### src/hdl/lfgb_pkg.sv
// Package: shared types, constants and bit-search helpers for the largest-free-gap block
`timescale 1ns / 1ps
package lfgb_pkg;

	localparam int unsigned POS_W   = 16;
	localparam int unsigned ROW_W   = 10;
	localparam int unsigned BIT_W   = 6;
	localparam int unsigned SUM_W   = 4;
	localparam int unsigned NODE_W  = POS_W + 1;
	localparam int unsigned RIDX_W  = POS_W + 2;
	localparam int unsigned ROWS    = 1 << ROW_W;
	localparam int unsigned NODES   = 1 << NODE_W;
	localparam int unsigned SUMS    = 1 << SUM_W;

	localparam logic [POS_W-1:0]  MAX_POS   = '1;
	localparam logic              OP_PLACE  = 1'b0;
	localparam logic              OP_ASK    = 1'b1;
	localparam logic [RIDX_W-1:0] LEAF_BASE = RIDX_W'(1) << POS_W;

	typedef struct packed {
		logic             operation;
		logic [POS_W-1:0] position;
		logic [POS_W-1:0] block_size;
	} in_item_t;

	typedef struct packed {
		logic             fits;
		logic [POS_W-1:0] largest_gap;
	} out_item_t;

	typedef struct packed {
		logic clear;
		logic acc;
		logic eval;
		logic pscan;
		logic pfin;
		logic sscan;
		logic sfin;
		logic qinit;
		logic qstep;
		logic qacc;
		logic fin;
		logic tleaf;
		logic trd;
		logic tup;
		logic mark;
	} cmd_t;

	typedef struct packed {
		logic clr_last;
		logic is_ask;
		logic skip;
		logic pred_hit;
		logic succ_hit;
		logic succ_hit_q;
		logic p_hit;
		logic s_hit;
		logic at_top;
		logic second;
		logic q_more;
		logic q_odd;
		logic out_free;
	} status_t;

	function automatic logic [BIT_W-1:0] hi_bit(input logic [63:0] m);
		logic [63:0]      v;
		logic [BIT_W-1:0] r;
		v = m;
		r = '0;
		if (v[63:32] != '0) begin v = v >> 32; r[5] = 1'b1; end
		if (v[31:16] != '0) begin v = v >> 16; r[4] = 1'b1; end
		if (v[15:8] != '0) begin v = v >> 8; r[3] = 1'b1; end
		if (v[7:4] != '0) begin v = v >> 4; r[2] = 1'b1; end
		if (v[3:2] != '0) begin v = v >> 2; r[1] = 1'b1; end
		if (v[1]) begin r[0] = 1'b1; end
		return r;
	endfunction

	function automatic logic [BIT_W-1:0] lo_bit(input logic [63:0] m);
		logic [63:0]      v;
		logic [BIT_W-1:0] r;
		v = m;
		r = '0;
		if (v[31:0] == '0) begin v = v >> 32; r[5] = 1'b1; end
		if (v[15:0] == '0) begin v = v >> 16; r[4] = 1'b1; end
		if (v[7:0] == '0) begin v = v >> 8; r[3] = 1'b1; end
		if (v[3:0] == '0) begin v = v >> 4; r[2] = 1'b1; end
		if (v[1:0] == '0) begin v = v >> 2; r[1] = 1'b1; end
		if (!v[0]) begin r[0] = 1'b1; end
		return r;
	endfunction

	function automatic logic [63:0] mask_upto(input logic [BIT_W-1:0] b);
		return {64{1'b1}} >> (6'd63 - b);
	endfunction

	function automatic logic [63:0] mask_from(input logic [BIT_W-1:0] b);
		return {64{1'b1}} << b;
	endfunction

endpackage

### src/hdl/lfgb_ctrl.sv
// Controller: sequencing state machine for clear, neighbor search, tree update and query
`timescale 1ns / 1ps
module lfgb_ctrl (
	input  logic              clk,
	input  logic              arst_n,
	input  logic              in_valid,
	output logic              in_ready,
	input  lfgb_pkg::status_t st,
	output lfgb_pkg::cmd_t    cmd
);

	typedef enum logic [14:0] {
		S_CLEAR = 15'b000000000000001,
		S_IDLE  = 15'b000000000000010,
		S_EVAL  = 15'b000000000000100,
		S_PSCAN = 15'b000000000001000,
		S_PFIN  = 15'b000000000010000,
		S_SSCAN = 15'b000000000100000,
		S_SFIN  = 15'b000000001000000,
		S_QINIT = 15'b000000010000000,
		S_QSTEP = 15'b000000100000000,
		S_QACC  = 15'b000001000000000,
		S_FIN   = 15'b000010000000000,
		S_TLEAF = 15'b000100000000000,
		S_TRD   = 15'b001000000000000,
		S_TUP   = 15'b010000000000000,
		S_MARK  = 15'b100000000000000
	} state_t;

	state_t state_q, state_d;

	always_ff @(posedge clk or negedge arst_n) begin
		if (!arst_n) begin
			state_q <= S_CLEAR;
		end else begin
			state_q <= state_d;
		end
	end

	always_comb begin
		state_d = state_q;
		unique case (state_q)
			S_CLEAR: if (st.clr_last) state_d = S_IDLE;
			S_IDLE:  if (in_valid) state_d = S_EVAL;
			S_EVAL: begin
				if (st.is_ask) begin
					state_d = st.pred_hit ? S_QINIT : S_PSCAN;
				end else if (st.skip) begin
					state_d = S_IDLE;
				end else if (!st.pred_hit) begin
					state_d = S_PSCAN;
				end else begin
					state_d = st.succ_hit ? S_TLEAF : S_SSCAN;
				end
			end
			S_PSCAN: if (st.p_hit) state_d = S_PFIN;
			S_PFIN: begin
				if (st.is_ask) state_d = S_QINIT;
				else state_d = st.succ_hit_q ? S_TLEAF : S_SSCAN;
			end
			S_SSCAN: if (st.s_hit) state_d = S_SFIN;
			S_SFIN:  state_d = S_TLEAF;
			S_TLEAF: state_d = S_TRD;
			S_TRD:   state_d = S_TUP;
			S_TUP: begin
				if (st.at_top) state_d = st.second ? S_MARK : S_TLEAF;
				else state_d = S_TRD;
			end
			S_MARK:  state_d = S_IDLE;
			S_QINIT: state_d = S_QSTEP;
			S_QSTEP: begin
				if (!st.q_more) state_d = S_FIN;
				else if (st.q_odd) state_d = S_QACC;
			end
			S_QACC:  state_d = S_QSTEP;
			S_FIN:   if (st.out_free) state_d = S_IDLE;
			default: state_d = S_CLEAR;
		endcase
	end

	assign in_ready  = (state_q == S_IDLE);
	assign cmd.clear = (state_q == S_CLEAR);
	assign cmd.acc   = (state_q == S_IDLE) && in_valid;
	assign cmd.eval  = (state_q == S_EVAL);
	assign cmd.pscan = (state_q == S_PSCAN);
	assign cmd.pfin  = (state_q == S_PFIN);
	assign cmd.sscan = (state_q == S_SSCAN);
	assign cmd.sfin  = (state_q == S_SFIN);
	assign cmd.qinit = (state_q == S_QINIT);
	assign cmd.qstep = (state_q == S_QSTEP);
	assign cmd.qacc  = (state_q == S_QACC);
	assign cmd.fin   = (state_q == S_FIN);
	assign cmd.tleaf = (state_q == S_TLEAF);
	assign cmd.trd   = (state_q == S_TRD);
	assign cmd.tup   = (state_q == S_TUP);
	assign cmd.mark  = (state_q == S_MARK);

endmodule

### config.mk
export PLATFORM = sky130hd
export DESIGN_NAME = lfgb_ctrl
export DESIGN_NICKNAME = d
export VERILOG_FILES = /design/src/hdl/lfgb_pkg.sv /design/src/hdl/lfgb_ctrl.sv
export SDC_FILE = /design/constraint.sdc
export NUM_CORES = 1
export LEC_CHECK = 0
export ABC_AREA = 0
export BUFFER_PORTS_ARGS = -buffer_cell sky130_fd_sc_hd__buf_2
export CORE_ASPECT_RATIO = 0.8
export CORE_MARGIN = 2
export CORE_UTILIZATION = 48
export CTS_BUF_LIST = sky130_fd_sc_hd__clkbuf_4 sky130_fd_sc_hd__clkbuf_8
export DETAILED_ROUTE_END_ITERATION = 16
export GPL_TIMING_DRIVEN = 0
export PLACE_DENSITY_LB_ADDON = 0.15
export RECOVER_POWER = 25
export SYNTH_ARGS = -nofsm -noshare
export SYNTH_HDL_FRONTEND = slang
export SYNTH_SLANG_ARGS = --single-unit
### constraint.sdc
create_clock -name clk -period 2.1 [get_ports clk]
set_clock_uncertainty 0.2 [all_clocks]
set_input_delay 0.42 -clock clk [delete_from_list [all_inputs] [get_ports clk]]
set_output_delay 0.42 -clock clk [all_outputs]
set_load 0.02 [all_outputs]
# Word level (Yosys, flattened, before mapping)
# Cells that the tools add are included.
# classes
eq_ne,21
mux,17
reduce_logical,3
# ops
operator,n
$pmux 15 s14,1
$mux 15,9
$mux 12,6
$eq 15x1->1 const B,1
$eq 15x10->1 const B,1
$eq 15x11->1 const B,1
$eq 15x12->1 const B,1
$eq 15x13->1 const B,1
$eq 15x14->1 const B,1
$eq 15x15->1 const B,1
$eq 15x2->1 const B,1
$eq 15x3->1 const B,1
$eq 15x4->1 const B,1
$eq 15x5->1 const B,1
$eq 15x6->1 const B,1
$eq 15x7->1 const B,1
$eq 15x8->1 const B,1
$eq 15x9->1 const B,1
$ne 2x2->1 const B,5
$mux 8,1
$reduce_and 6->1,1
$ne 3x3->1 const B,1
$reduce_or 2->1,1
$logic_and 1x1->1,1
# totals
ff_bits,15
inputBits,16
out_inout_bits,16
wordCells,42

# Logic depth before layout (Yosys ltp)
# logic_depth
word_depth,5
mapped_depth,7
depth_no_buf,5

# Worst setup path after synthesis
# Ideal clock, no wire load.
# synth_timing
path_type,register to output
from,reg state_q[4]
to,out cmd[13] (netlist bit)
t_arrival_ns,1.956
required_time_ns,1.480
path_slack_ns,-0.476
stages_incl_launch_ff,6
n_path_buf,0
path_cell_list,dfrtp_1 -> nor4_4 -> nand3_2 -> or3_4 -> nor3b_4 -> and2_1
# synth_lines
element,line_no,rtl
"start, declared",lfgb_ctrl.sv:30,"state_t state_q, state_d;"
"start signal, assigned",lfgb_ctrl.sv:36,state_q <= state_d;
"end, declared",lfgb_ctrl.sv:9,output lfgb_pkg::cmd_t cmd

==> metrics.yaml <==
status: "finished, violations left"
violations: "negative setup slack"
path_class: "reg -> out"
synthDistinctLibCells: 46
timing.fmax_mhz: 362
wl_per_cell_um: 25.1
start_kind: "flip-flop"
clk_pin_slew_ns: 0.09
max_cap_viol_count: 0
largest_register_ffs: 15
grt_max_degree: 16
io_pins: 32
grt_setup_unrepaired: "yes"
cp.required_ns: 1.48
layout.nets: 215
num_rows: 15
dieArea_mm2: 0.00273
holdCritPathClass: "in -> reg"
ys_warn_count: 0
switchingPower_mw: 0.676
setup_ws_ns: -0.661
vias: 1519
antenna_cells: 0
portBuffers: 31
dp_hpwl_mm: 2.15
synth_edf_count: 0
vias_per_cell: 6.81
avgSynthCellArea_um2: 9.06
synthFlopType: "dfrtp_1"
grt.overflow.total: 0
clock-sinks: 15
first_pass_iters: 6
die_y_um: 47.1
synth_sequential_area_ratio_pct: 33.8
cp_slowest_cell: "dfrtp_2"
ctsLongestPathBuffers: 2
dp_slack_ns: -0.640
synth_top_area_share_pct: 31.4
grt_pass1_wl_mm: 6.50
hold_viol: 0
synth_seq_cells: 15
ant_nets: 0
power_mw: 1.55
core_mm2: 0.00218
p_int_mw: 0.874
grt_usage_pct: 33.0
power_density_mw_per_mm2: 749
ys_top_cells_by_area: "dfrtp_1 31%, nor4b_1 6.3%, nor4_4 5.7%, nor2_1 4.7%, nand2_1 3.4%"
clock_latency_ns: 0.31
combinationalPowerShare_pct: 64.1
final.setup.tns_ns: -10.53
crit_chain: "nor4_4, nand3_2, or3_4, nor3b_4, and2_4, buf_6"
cp.buffers_inverters: 1
cp.depth: 6
syn_area_mm2: 0.00111
max_stage_delay_ns: 0.44
min_period_over_period_pct: 131
worst_pin_slew_ns: 0.872
cts_tree: "yes"
drive_gt1_share_pct: 70.7
slew_violations: 0
synthArstFlopShare_pct: 100
htreeDepth: 1
crit_arrival_ns: 2.14
initial_core_util_pct: 51.2
drc: 0
setup_viol: 26
ff2ff_path_depth: 8
synthesis.nets: 139
max-slew-margin-rel_pct: 41.8
wirelength_mm: 5.59
power_leakage_nw: 0.930
critPathTopFamily: "simple AND/OR/NAND/NOR gates"
clockRootBuffer: "clkbuf_4"
top_register: "state_q"
antenna_found_initial: 1
p_sw_share_pct: 43.6
min_path_cells: 2
synth_cells: 123
cts_buffers: 3
pwr-share-seq_pct: 23.4
grt_pass1_vias: 1313
end_kind: "output port"
p_clk_share_pct: 12.4
ir_drop_uv: 787
gp_congestion: 0.759
top_regs: "state_q (15)"
worstPathMaxFanout: 2
drt_iter0_drc: 197
die_w_um: 57.9
post-route-min-period_ns: 2.76
syn_to_final_growth_pct: 85.6
yosysTopAreaCell: "dfrtp_1"
fill_cells: 59
-- final cells by class --
class | instances | area, um^2 | share of cell area [%]
Multi-Input combinational cell | 96 | 958 | 46.3
Timing Repair Buffer | 75 | 628 | 30.4
Sequential cell | 15 | 389 | 18.8
Inverter | 8 | 32.5 | 1.57
Tap cell | 25 | 31.3 | 1.51
Clock buffer | 4 | 30.0 | 1.45
-- worst register-to-register path: stages, from the launching register on --
cell and delay, ns:
dfrtp_2 0.44, buf_4 0.14, buf_6 0.12, or4b_4 0.55, buf_6 0.14, or3b_4 0.41, a21oi_4 0.19, a211o_4 0.16
nor2_1 0.06
-- power groups by stage --
stage	registers [mW]	clock network [mW]	logic, mW
5_1_grt	0.363	0.202	1.02
4_1_cts	0.339	0.185	0.755
3_5_place_dp	0.338	0	0.493
2_1_floorplan	0.335	0	0.381
6_report	0.363	0.193	0.994
3_3_place_gp	0.336	0	0.480
-- Yosys cell counts (3+ instances only) --
library cell,number
a21oi_1,5
dfrtp_1,14
inv_1,8
nand2_1,10
nand3_1,3
nor2_1,14
nor3_1,3
nor3b_1,3
nor4_1,4
nor4_4,3
nor4b_1,8
o21ai_0,3
xnor2_1,3
-- metrics by stage --
step	util, %	instance area, um^2	hold slack [ns]	std cells
6_report	95.1	2070	0.115	223
3_3_place_gp	61.8	1350	0.145	179
5_1_grt	95.1	2070	0.122	223
2_1_floorplan	-	1160	-0.0756	123
3_5_place_dp	61.8	1350	0.150	179
4_1_cts	85.4	1860	0.108	213
-- placed cells by master, fill, tap and decap left out, drive strengths merged, types with 2 or more instances in the layout --
cell	count
nor4	7
a21oi	5
nand2	11
dfrtp	14
nor2b	2
inv	8
nor4b	8
nand4	2
nor2	14
o21ai	4
buf	73
nand3	4
nor3	4
or3	2
nor3b	6
or2	2
xnor2	3
or4b	3
nand2b	2
and2	2
a21o	2
clkbuf	5
-- metal layers --
metal | GRT usage [%] | routed length [um]
met2 | 57.3 | 2620
met4 | 11.6 | 386
met5 | 0 | 13
met3 | 7.99 | 541
met1 | 41.1 | 2020
-- what timing repair did --
item | 4_1_cts | 5_1_grt
hold buffers | 1 | 0
hold endpoints to repair | 14 | 0
resized for setup | 75 | 38
pin swaps | 21 | 18
setup buffers | 31 | 18
setup endpoints to repair | 26 | 26
-- worst paths after layout --
check | start | end | slack (ns)
min in group asynchronous | arst_n | state_q[5] | 0.53
worst max-delay path | state_q[11] | cmd[13] | -0.66
worst max register to register | state_q[11] | state_q[4] | -0.42
worst min register to register | state_q[13] | state_q[13] | 0.47
max in group asynchronous | arst_n | state_q[2] | 0.58
worst min-delay path | st[6] | state_q[3] | 0.11
-- cells by family (layout without fill, tap and decap cells) --
family	count (synthesis)	after routing	share of synthesized area [%]
xor+xnor	3	3	2.36
buf+inv	12	87	4.60
simple gates	74	74	47.3
flops	15	15	33.8
compound gates	19	19	12.0
(Power assumes the default switching activity.)
